--- src/rtl/assert_macros.svh ---
// Assertion macros for the RTL of the double-ended queue.
`ifndef ASSERT_MACROS_SVH
`define ASSERT_MACROS_SVH

// The property must hold at every rising clock edge outside reset.
`define ASSERT_CLK(lbl, clk, rst_n, prop, msg) \
    lbl: assert property (@(posedge clk) disable iff (!rst_n) (prop)) else $error(msg);

// The expression must never be true at a rising clock edge outside reset.
`define ASSERT_NEVER(lbl, clk, rst_n, expr, msg) \
    lbl: assert property (@(posedge clk) disable iff (!rst_n) !(expr)) else $error(msg);

`endif

--- src/rtl/dq_pkg.sv ---
// Package with the types and constants of the double-ended queue.
package dq_pkg;

    localparam int DEPTH_DEFAULT = 16;
    localparam int OP_W          = 3;
    localparam int TAG_W         = 16;
    localparam int VALUE_W       = 32;
    localparam int STATUS_W      = 2;
    localparam int LEN_W         = 5;

    typedef enum logic [OP_W-1:0] {
        OP_PUSH_FRONT = 3'd0,
        OP_PUSH_BACK  = 3'd1,
        OP_POP_FRONT  = 3'd2,
        OP_POP_BACK   = 3'd3,
        OP_PEEK       = 3'd4
    } op_t;

    typedef enum logic [STATUS_W-1:0] {
        ST_DONE  = 2'd0,
        ST_EMPTY = 2'd1,
        ST_FULL  = 2'd2
    } status_t;

    typedef struct packed {
        logic [TAG_W-1:0]          tag;
        logic signed [VALUE_W-1:0] value;
    } entry_t;

    localparam int ENTRY_W = $bits(entry_t);

endpackage

--- src/rtl/double_ended_queue.sv ---
// Top level of the double-ended queue: ring buffer control, entry RAM and result path.
//
//   Channel   | Handshake                    | Beat contents
//   ----------+------------------------------+-----------------------------------------
//   command   | start in, busy out           | operation, item_tag, item_value
//   result    | done out (one-cycle strobe)  | status, front_tag, front_value,
//             |                              | back_tag, back_value, length, is_empty
//
// A command beat is taken at every clock edge where start is high; busy stays low,
// so one beat per cycle is sustained.
// The result of a beat appears in the cycle after it is taken, marked by done.
// That delay is the registered read of the entry RAM.
// Reset clears the head index and the entry count; the entry RAM is not cleared,
// since only slots that hold entries are ever shown.
// The result side has no stall: done is a strobe, and the receiver must take it.
`include "assert_macros.svh"

module double_ended_queue
    import dq_pkg::*;
#(
    parameter int DEPTH = DEPTH_DEFAULT
) (
    input  logic                       clk,
    input  logic                       rst_n,
    input  logic                       start,
    output logic                       busy,
    input  logic [OP_W-1:0]            operation,
    input  logic [TAG_W-1:0]           item_tag,
    input  logic signed [VALUE_W-1:0]  item_value,
    output logic                       done,
    output logic [STATUS_W-1:0]        status,
    output logic [TAG_W-1:0]           front_tag,
    output logic signed [VALUE_W-1:0]  front_value,
    output logic [TAG_W-1:0]           back_tag,
    output logic signed [VALUE_W-1:0]  back_value,
    output logic [LEN_W-1:0]           length,
    output logic                       is_empty
);

    // Slot index width, count width (the count can reach DEPTH itself), and a
    // sum width wide enough for a slot index plus a count.
    localparam int AW = $clog2(DEPTH);
    localparam int CW = $clog2(DEPTH + 1);
    localparam int SW = CW + 1;

    localparam logic [AW-1:0] LAST_SLOT = AW'(DEPTH - 1);
    localparam logic [CW-1:0] FULL_CNT  = CW'(DEPTH);
    localparam logic [SW-1:0] DEPTH_SUM = SW'(DEPTH);

    // Control state of the ring.
    logic [AW-1:0] head_reg, head_next;
    logic [CW-1:0] count_reg, count_next;
    logic          done_reg;

    // Result registers that sit beside the RAM read registers.
    status_t          status_reg, status_next;
    logic [LEN_W-1:0] length_reg;
    logic             empty_reg;
    logic             fwd_front_reg, fwd_back_reg;
    entry_t           push_data_reg;

    logic          accept;
    logic          is_full, is_none;
    logic [AW-1:0] head_inc, head_dec, tail_slot, back_slot;
    logic [SW-1:0] tail_sum, back_sum;
    logic          wr_en;
    logic [AW-1:0] wr_addr;
    entry_t        wr_data;
    logic [ENTRY_W-1:0] rd_front_raw, rd_back_raw;
    entry_t        rd_front, rd_back, front_entry, back_entry;

    // The queue never needs to hold a command off.
    assign busy   = 1'b0;
    assign accept = start && !busy;

    assign is_full = (count_reg == FULL_CNT);
    assign is_none = (count_reg == '0);

    // Neighbors of the head slot, wrapping around the ring.
    assign head_inc = (head_reg == LAST_SLOT) ? '0 : head_reg + AW'(1);
    assign head_dec = (head_reg == '0) ? LAST_SLOT : head_reg - AW'(1);

    // The free slot just past the back entry.
    assign tail_sum  = SW'(head_reg) + SW'(count_reg);
    assign tail_slot = (tail_sum >= DEPTH_SUM) ? AW'(tail_sum - DEPTH_SUM) : AW'(tail_sum);

    assign wr_data.tag   = item_tag;
    assign wr_data.value = item_value;

    always_comb
    begin
        head_next   = head_reg;
        count_next  = count_reg;
        status_next = ST_DONE;
        wr_en       = 1'b0;
        wr_addr     = tail_slot;
        if (accept)
        begin
            case (op_t'(operation))
                OP_PUSH_FRONT:
                begin
                    if (is_full)
                    begin
                        status_next = ST_FULL;
                    end
                    else
                    begin
                        head_next  = head_dec;
                        count_next = count_reg + CW'(1);
                        wr_en      = 1'b1;
                        wr_addr    = head_dec;
                    end
                end
                OP_PUSH_BACK:
                begin
                    if (is_full)
                    begin
                        status_next = ST_FULL;
                    end
                    else
                    begin
                        count_next = count_reg + CW'(1);
                        wr_en      = 1'b1;
                    end
                end
                OP_POP_FRONT:
                begin
                    if (is_none)
                    begin
                        status_next = ST_EMPTY;
                    end
                    else
                    begin
                        head_next  = head_inc;
                        count_next = count_reg - CW'(1);
                    end
                end
                OP_POP_BACK:
                begin
                    if (is_none)
                    begin
                        status_next = ST_EMPTY;
                    end
                    else
                    begin
                        count_next = count_reg - CW'(1);
                    end
                end
                default:
                begin
                    // Peek and unused codes leave the queue as it is.
                end
            endcase
        end
    end

    // Back slot after the operation; only meaningful when the queue is not empty.
    assign back_sum  = SW'(head_next) + SW'(count_next) - SW'(1);
    assign back_slot = (back_sum >= DEPTH_SUM) ? AW'(back_sum - DEPTH_SUM) : AW'(back_sum);

    dq_ram #(
        .WIDTH (ENTRY_W),
        .DEPTH (DEPTH)
    ) u_ram (
        .clk     (clk),
        .we      (wr_en),
        .waddr   (wr_addr),
        .wdata   (wr_data),
        .raddr_a (head_next),
        .raddr_b (back_slot),
        .rdata_a (rd_front_raw),
        .rdata_b (rd_back_raw)
    );

    always_ff @(posedge clk or negedge rst_n)
    begin
        if (!rst_n)
        begin
            head_reg  <= '0;
            count_reg <= '0;
            done_reg  <= 1'b0;
        end
        else
        begin
            head_reg  <= head_next;
            count_reg <= count_next;
            done_reg  <= accept;
        end
    end

    // The RAM returns old data when a slot is read in the cycle it is written,
    // so a freshly pushed entry is forwarded from its own register instead.
    always_ff @(posedge clk)
    begin
        status_reg    <= status_next;
        length_reg    <= LEN_W'(count_next);
        empty_reg     <= (count_next == '0);
        fwd_front_reg <= wr_en && (wr_addr == head_next);
        fwd_back_reg  <= wr_en && (wr_addr == back_slot);
        push_data_reg <= wr_data;
    end

    assign rd_front = entry_t'(rd_front_raw);
    assign rd_back  = entry_t'(rd_back_raw);

    // An empty queue shows zero at both ends.
    always_comb
    begin
        if (empty_reg)
        begin
            front_entry = '0;
            back_entry  = '0;
        end
        else
        begin
            front_entry = fwd_front_reg ? push_data_reg : rd_front;
            back_entry  = fwd_back_reg ? push_data_reg : rd_back;
        end
    end

    assign done        = done_reg;
    assign status      = status_reg;
    assign front_tag   = front_entry.tag;
    assign front_value = front_entry.value;
    assign back_tag    = back_entry.tag;
    assign back_value  = back_entry.value;
    assign length      = length_reg;
    assign is_empty    = empty_reg;

    // Every taken command beat yields a result beat in the next cycle, and no other.
    `ASSERT_CLK(a_result_follows, clk, rst_n, accept |=> done, "result beat missing after a command")
    `ASSERT_CLK(a_result_has_cmd, clk, rst_n, done |-> $past(accept), "result beat without a command")
    // The ring never holds more than DEPTH entries and the head stays inside the ring.
    `ASSERT_NEVER(a_count_range, clk, rst_n, (count_reg > FULL_CNT) || (head_reg > LAST_SLOT), "ring state out of range")
    // A full status is only reported when the queue was full at the command.
    `ASSERT_CLK(a_full_status, clk, rst_n, (done && (status == ST_FULL)) |-> $past(is_full), "full status on a queue that was not full")
    // An empty queue shows zero entries at both ends.
    `ASSERT_CLK(a_empty_zero, clk, rst_n, (done && is_empty) |-> ((front_entry == '0) && (back_entry == '0)), "empty queue shows a nonzero entry")

endmodule

--- src/rtl/dq_ram.sv ---
// Generic RAM with one write port and two registered read ports.
module dq_ram #(
    parameter int WIDTH = 8,
    parameter int DEPTH = 16
) (
    input  logic                     clk,
    input  logic                     we,
    input  logic [$clog2(DEPTH)-1:0] waddr,
    input  logic [WIDTH-1:0]         wdata,
    input  logic [$clog2(DEPTH)-1:0] raddr_a,
    input  logic [$clog2(DEPTH)-1:0] raddr_b,
    output logic [WIDTH-1:0]         rdata_a,
    output logic [WIDTH-1:0]         rdata_b
);

    logic [WIDTH-1:0] mem [DEPTH];

    // A read of the address being written returns the old contents.
    always_ff @(posedge clk)
    begin
        if (we)
        begin
            mem[waddr] <= wdata;
        end
        rdata_a <= mem[raddr_a];
        rdata_b <= mem[raddr_b];
    end

endmodule

--- config.mk ---
export PLATFORM = sky130hd
export DESIGN_NAME = double_ended_queue
export DESIGN_NICKNAME = d
export VERILOG_FILES = /design/src/rtl/dq_pkg.sv /design/src/rtl/double_ended_queue.sv /design/src/rtl/dq_ram.sv
export VERILOG_INCLUDE_DIRS = /design/src /design/src/rtl
export SDC_FILE = /design/constraint.sdc
export NUM_CORES = 1
export LEC_CHECK = 0
export ABC_CLOCK_PERIOD_IN_PS = 10700
export BUFFER_PORTS_ARGS = -buffer_cell sky130_fd_sc_hd__buf_4
export CAP_MARGIN = 20
export CORE_ASPECT_RATIO = 1.25
export CORE_MARGIN = 4
export CORE_UTILIZATION = 45
export DETAILED_ROUTE_END_ITERATION = 7
export HOLD_SLACK_MARGIN = 0.03
export PLACE_DENSITY = 0.64
export RECOVER_POWER = 50
export SLEW_MARGIN = 20
export SYNTH_ARGS = -nofsm -noshare
export SYNTH_HDL_FRONTEND = slang
export SYNTH_HIERARCHICAL = 1
export SYNTH_SLANG_ARGS = --single-unit
export TNS_END_PERCENT = 1
--- constraint.sdc ---
create_clock -name clk -period 10.7 [get_ports clk]
set_input_delay 1.605 -clock clk [delete_from_list [all_inputs] [get_ports clk]]
set_output_delay 1.605 -clock clk [all_outputs]
set_load 0.05 [all_outputs]
==> flow_summary_export.csv <==
group,metric,value,unit
worst_setup_path,worst-setup-path-type,"reg2reg",
worst_setup_path,timing.critical_path.arrival,7260,ps
timing,achievable-frequency,0.1498,GHz
hold_path,worst_hold_path_type,"reg2reg",
floorplanning,initial_utilization,0.4536,
placement,hpwl,55680,um
worst_setup_path,cpPeakStageDelay,970,ps
worst_setup_path,critical_path.endpoint_type,"flip-flop",
synth,yosysWarnings,6,
worst_setup_path,critical_path_peak_fanout,42,
finish,finish.utilization,0.5116,
timing,finalWorstPathRequiredPeriod,6675,ps
synth,mappedNetlistArea,0.04023,mm^2
timing,rsz0062_at_grt,"no",
routing,routedWlPerCell,29.92,um
timing,worst_skew,26.96,ps
routing,vias_per_cell,6.312,
routing,via_count,22295,
worst_setup_path,timing.critical_path.mode_cell,"sky130_fd_sc_hd__inv_1",
worst_setup_path,critical_path_required,11280,ps
synth,post-synth-top-area-cell,"sky130_fd_sc_hd__edfxtp_1",
placement,place_congestion,0.8332,
routing,dr.pass1.iters,5,
synth,yosys.area.top_type_share,0.5733,
finish,layout.cells.most_common,"sky130_fd_sc_hd__edfxtp_1",
synth,yosys_most_used_dff,"sky130_fd_sc_hd__edfxtp_1",
cts,clock_latency_reported_for_the_late_side_of_the_worst_skew_pair,660,ps
cts,cells_resized_by_post_cts_repair,0,
timing,slew_headroom,-0.4287,
finish,largest_register_ffs,768,
synth,syn_nets,2207,
cts,cts.path.max_buffers,3,
synth,edff_count_synth,768,
floorplanning,dieArea,0.09427,mm^2
routing,detail_route.drc_violations,0,
routing,ant_nets,0,
cts,tritoncts,"built",
timing,worst_slew_pin_slew,2143,ps
global_routing,first_global_vias,23702,
timing,hold_ws,646.7,ps
global_routing,number_of_antenna_violations_at_the_first_check_in_global_routing,5,
global_routing,grt_pass1_wl,156000,um
timing,report.final.slew_viol_count,99,
cts,cts-buffers-inserted,92,
finish,largest-register,"u_ram/mem",
floorplanning,fp.dieH,342.3,um
worst_setup_path,regToRegSetupSlack,4020,ps
finish,area.growth.synth_to_final,12.80,%
status,failed_checks,"max-capacitance violations, max-slew violations",
synth,synth.yosys.seq_area_share,0.6562,
worst_setup_path,crit_path_start_kind,"flip-flop",
routing,totalWireLength,105700,um
status,status,"complete, but fails checks",
timing,setup_total_negative_slack,0,ps
synth,synthesis.instances,2139,
finish,finish.net_count,2340,
finish,layout.cells.most_common_list,"sky130_fd_sc_hd__edfxtp_1, sky130_fd_sc_hd__mux4_2, sky130_fd_sc_hd__a22oi_1, sky130_fd_sc_hd__dfxtp_1, sky130_fd_sc_hd__buf_4",
synth,yosysUniqueCellTypes,71,
global_routing,grt_max_degree,151,
placement,numPortBuffers,158,
synth,synth-async-reset-ratio,0.01073,
cts,holdBufCountCts,0,
worst_setup_path,timing.critical_path.slowest_stage_cell,"sky130_fd_sc_hd__nor4b_1",
floorplanning,die_width,275.4,um
cts,htree_num_levels,3,
routing,dr.first_iter.drc_count,2080,
cts,postCtsSetupRepairBufs,0,
cts,cts_root_buf,"sky130_fd_sc_hd__clkbuf_16",
cts,sinks_on_clock_net,932,
timing,timing_hold_violations_final,0,
global_routing,grt_use_total,0.2257,
cts,cts.reportedPaths.clkPinSlew,60,ps
synth,ys_top_cells_by_area,"sky130_fd_sc_hd__edfxtp_1, sky130_fd_sc_hd__mux4_2, sky130_fd_sc_hd__dfxtp_1",
floorplanning,core-area,0.08869,mm^2
floorplanning,std_cell_rows,122,
timing,final.period_utilization,0.6238,
global_routing,globalRoute.totalOverflow,0,
finish,post_route_cells_drive_above_1_share,0.2960,
timing,final-setup-viol-count,0,
synth,syn-mean-instance-area,18.81,um^2
floorplanning,ios,160,
synth,yosys_register_bits,932,
worst_setup_path,path_cells,"inv_1 -> ha_1 -> nor4b_1 -> nor4_1 -> a21oi_1 -> nand2_4 -> inv_1 -> ha_1 -> inv_1 -> ha_4 -> fa_1 -> xnor2_1 -> nand4_1 -> a211o_1 -> and2_1 -> nor2_4 -> buf_4 -> a22oi_1 -> nand2_1",
flow_run,cap_viol_max_count,4,
layer usage:
layer,track usage,wire (um),share of wire
met4,0.06584,2725,0.026
met2,0.3798,53160,0.50
met1,0.3069,41270,0.39
met5,0,34,0.00032
met3,0.03600,8503,0.080
synth_stat cells (6+ instances only):
| master | number |
|---|---|
| sky130_fd_sc_hd__inv_1 | 18 |
| sky130_fd_sc_hd__nor3_1 | 8 |
| sky130_fd_sc_hd__mux2i_1 | 99 |
| sky130_fd_sc_hd__nand3_1 | 7 |
| sky130_fd_sc_hd__clkbuf_1 | 66 |
| sky130_fd_sc_hd__buf_6 | 7 |
| sky130_fd_sc_hd__dfxtp_1 | 154 |
| sky130_fd_sc_hd__mux4_2 | 384 |
| sky130_fd_sc_hd__dfrtp_1 | 10 |
| sky130_fd_sc_hd__a21oi_1 | 8 |
| sky130_fd_sc_hd__nand2_1 | 108 |
| sky130_fd_sc_hd__nor2_1 | 117 |
| sky130_fd_sc_hd__buf_4 | 20 |
| sky130_fd_sc_hd__buf_1 | 39 |
| sky130_fd_sc_hd__a22oi_1 | 193 |
| sky130_fd_sc_hd__edfxtp_1 | 768 |
| sky130_fd_sc_hd__ha_1 | 12 |
| sky130_fd_sc_hd__nor2b_1 | 6 |
| sky130_fd_sc_hd__buf_2 | 27 |
logic make-up (layout without fill, tap and decap cells):
group	Yosys count	count (layout)	share of synthesized area
buffers and inverters	178	390	0.02062
AOI/OAI and AO/OA	236	236	0.04423
adders and majority gates	14	14	0.004728
other	1	4	0.00009322
muxes	484	484	0.2399
DFF	932	932	0.6562
xor gates and xnor gates	9	9	0.001959
and+or+nand+nor	285	285	0.03232
layout make-up:
cell class              count  area [um^2]
flip-flops and latches    932        26400
diodes                      3        7.507
inverters                  19        78.83
repair buffers            198         1315
well taps                1178         1474
clock inverters            40        357.8
fillers                  7120        43310
clock buffers             133         2618
multi-input cells        1029        13120
metrics by stage:
| stage | area (um^2) | setup slack, ps | std cells |
|---|---|---|---|
| 5_1_grt | 45370 | 3528 | 3529 |
| 3_3_place_gp | 42660 | 3730 | 3355 |
| 4_1_cts | 45650 | 4276 | 3529 |
| 2_1_floorplan | 40230 | 3503 | 2139 |
| 6_report | 45380 | 4025 | 3532 |
| 3_5_place_dp | 42680 | 3598 | 3356 |
worst max-delay path, delay by kind of cell, from the launching register on:
kind                     cells  cell delay (ps)
XOR/XNOR                     1              210
AND/OR/NAND/NOR              7             3000
adder cells (fa/ha/maj)      4              950
flip-flops                   1              480
AO/OA/AOI/OAI                3              900
buffers and inverters        4             1050
worst paths after layout:
path	startpoint	endpoint	cells past startpoint
setup / recovery	count_reg[1]$_DFF_PN0_	u_ram/rdata_b[12]$_DFF_P_	19
max in group asynchronous	rst_n	head_reg[3]$_DFF_PN0_	1
setup reg to reg	count_reg[1]$_DFF_PN0_	u_ram/rdata_b[12]$_DFF_P_	19
hold / removal	count_reg[4]$_DFF_PN0_	count_reg[4]$_DFF_PN0_	1
hold reg to reg	count_reg[4]$_DFF_PN0_	count_reg[4]$_DFF_PN0_	1
min in group asynchronous	rst_n	done$_DFF_PN0_	1
Power is not shown: default switching activity piles up to over one toggle a cycle in this logic, so the estimate is an artifact.
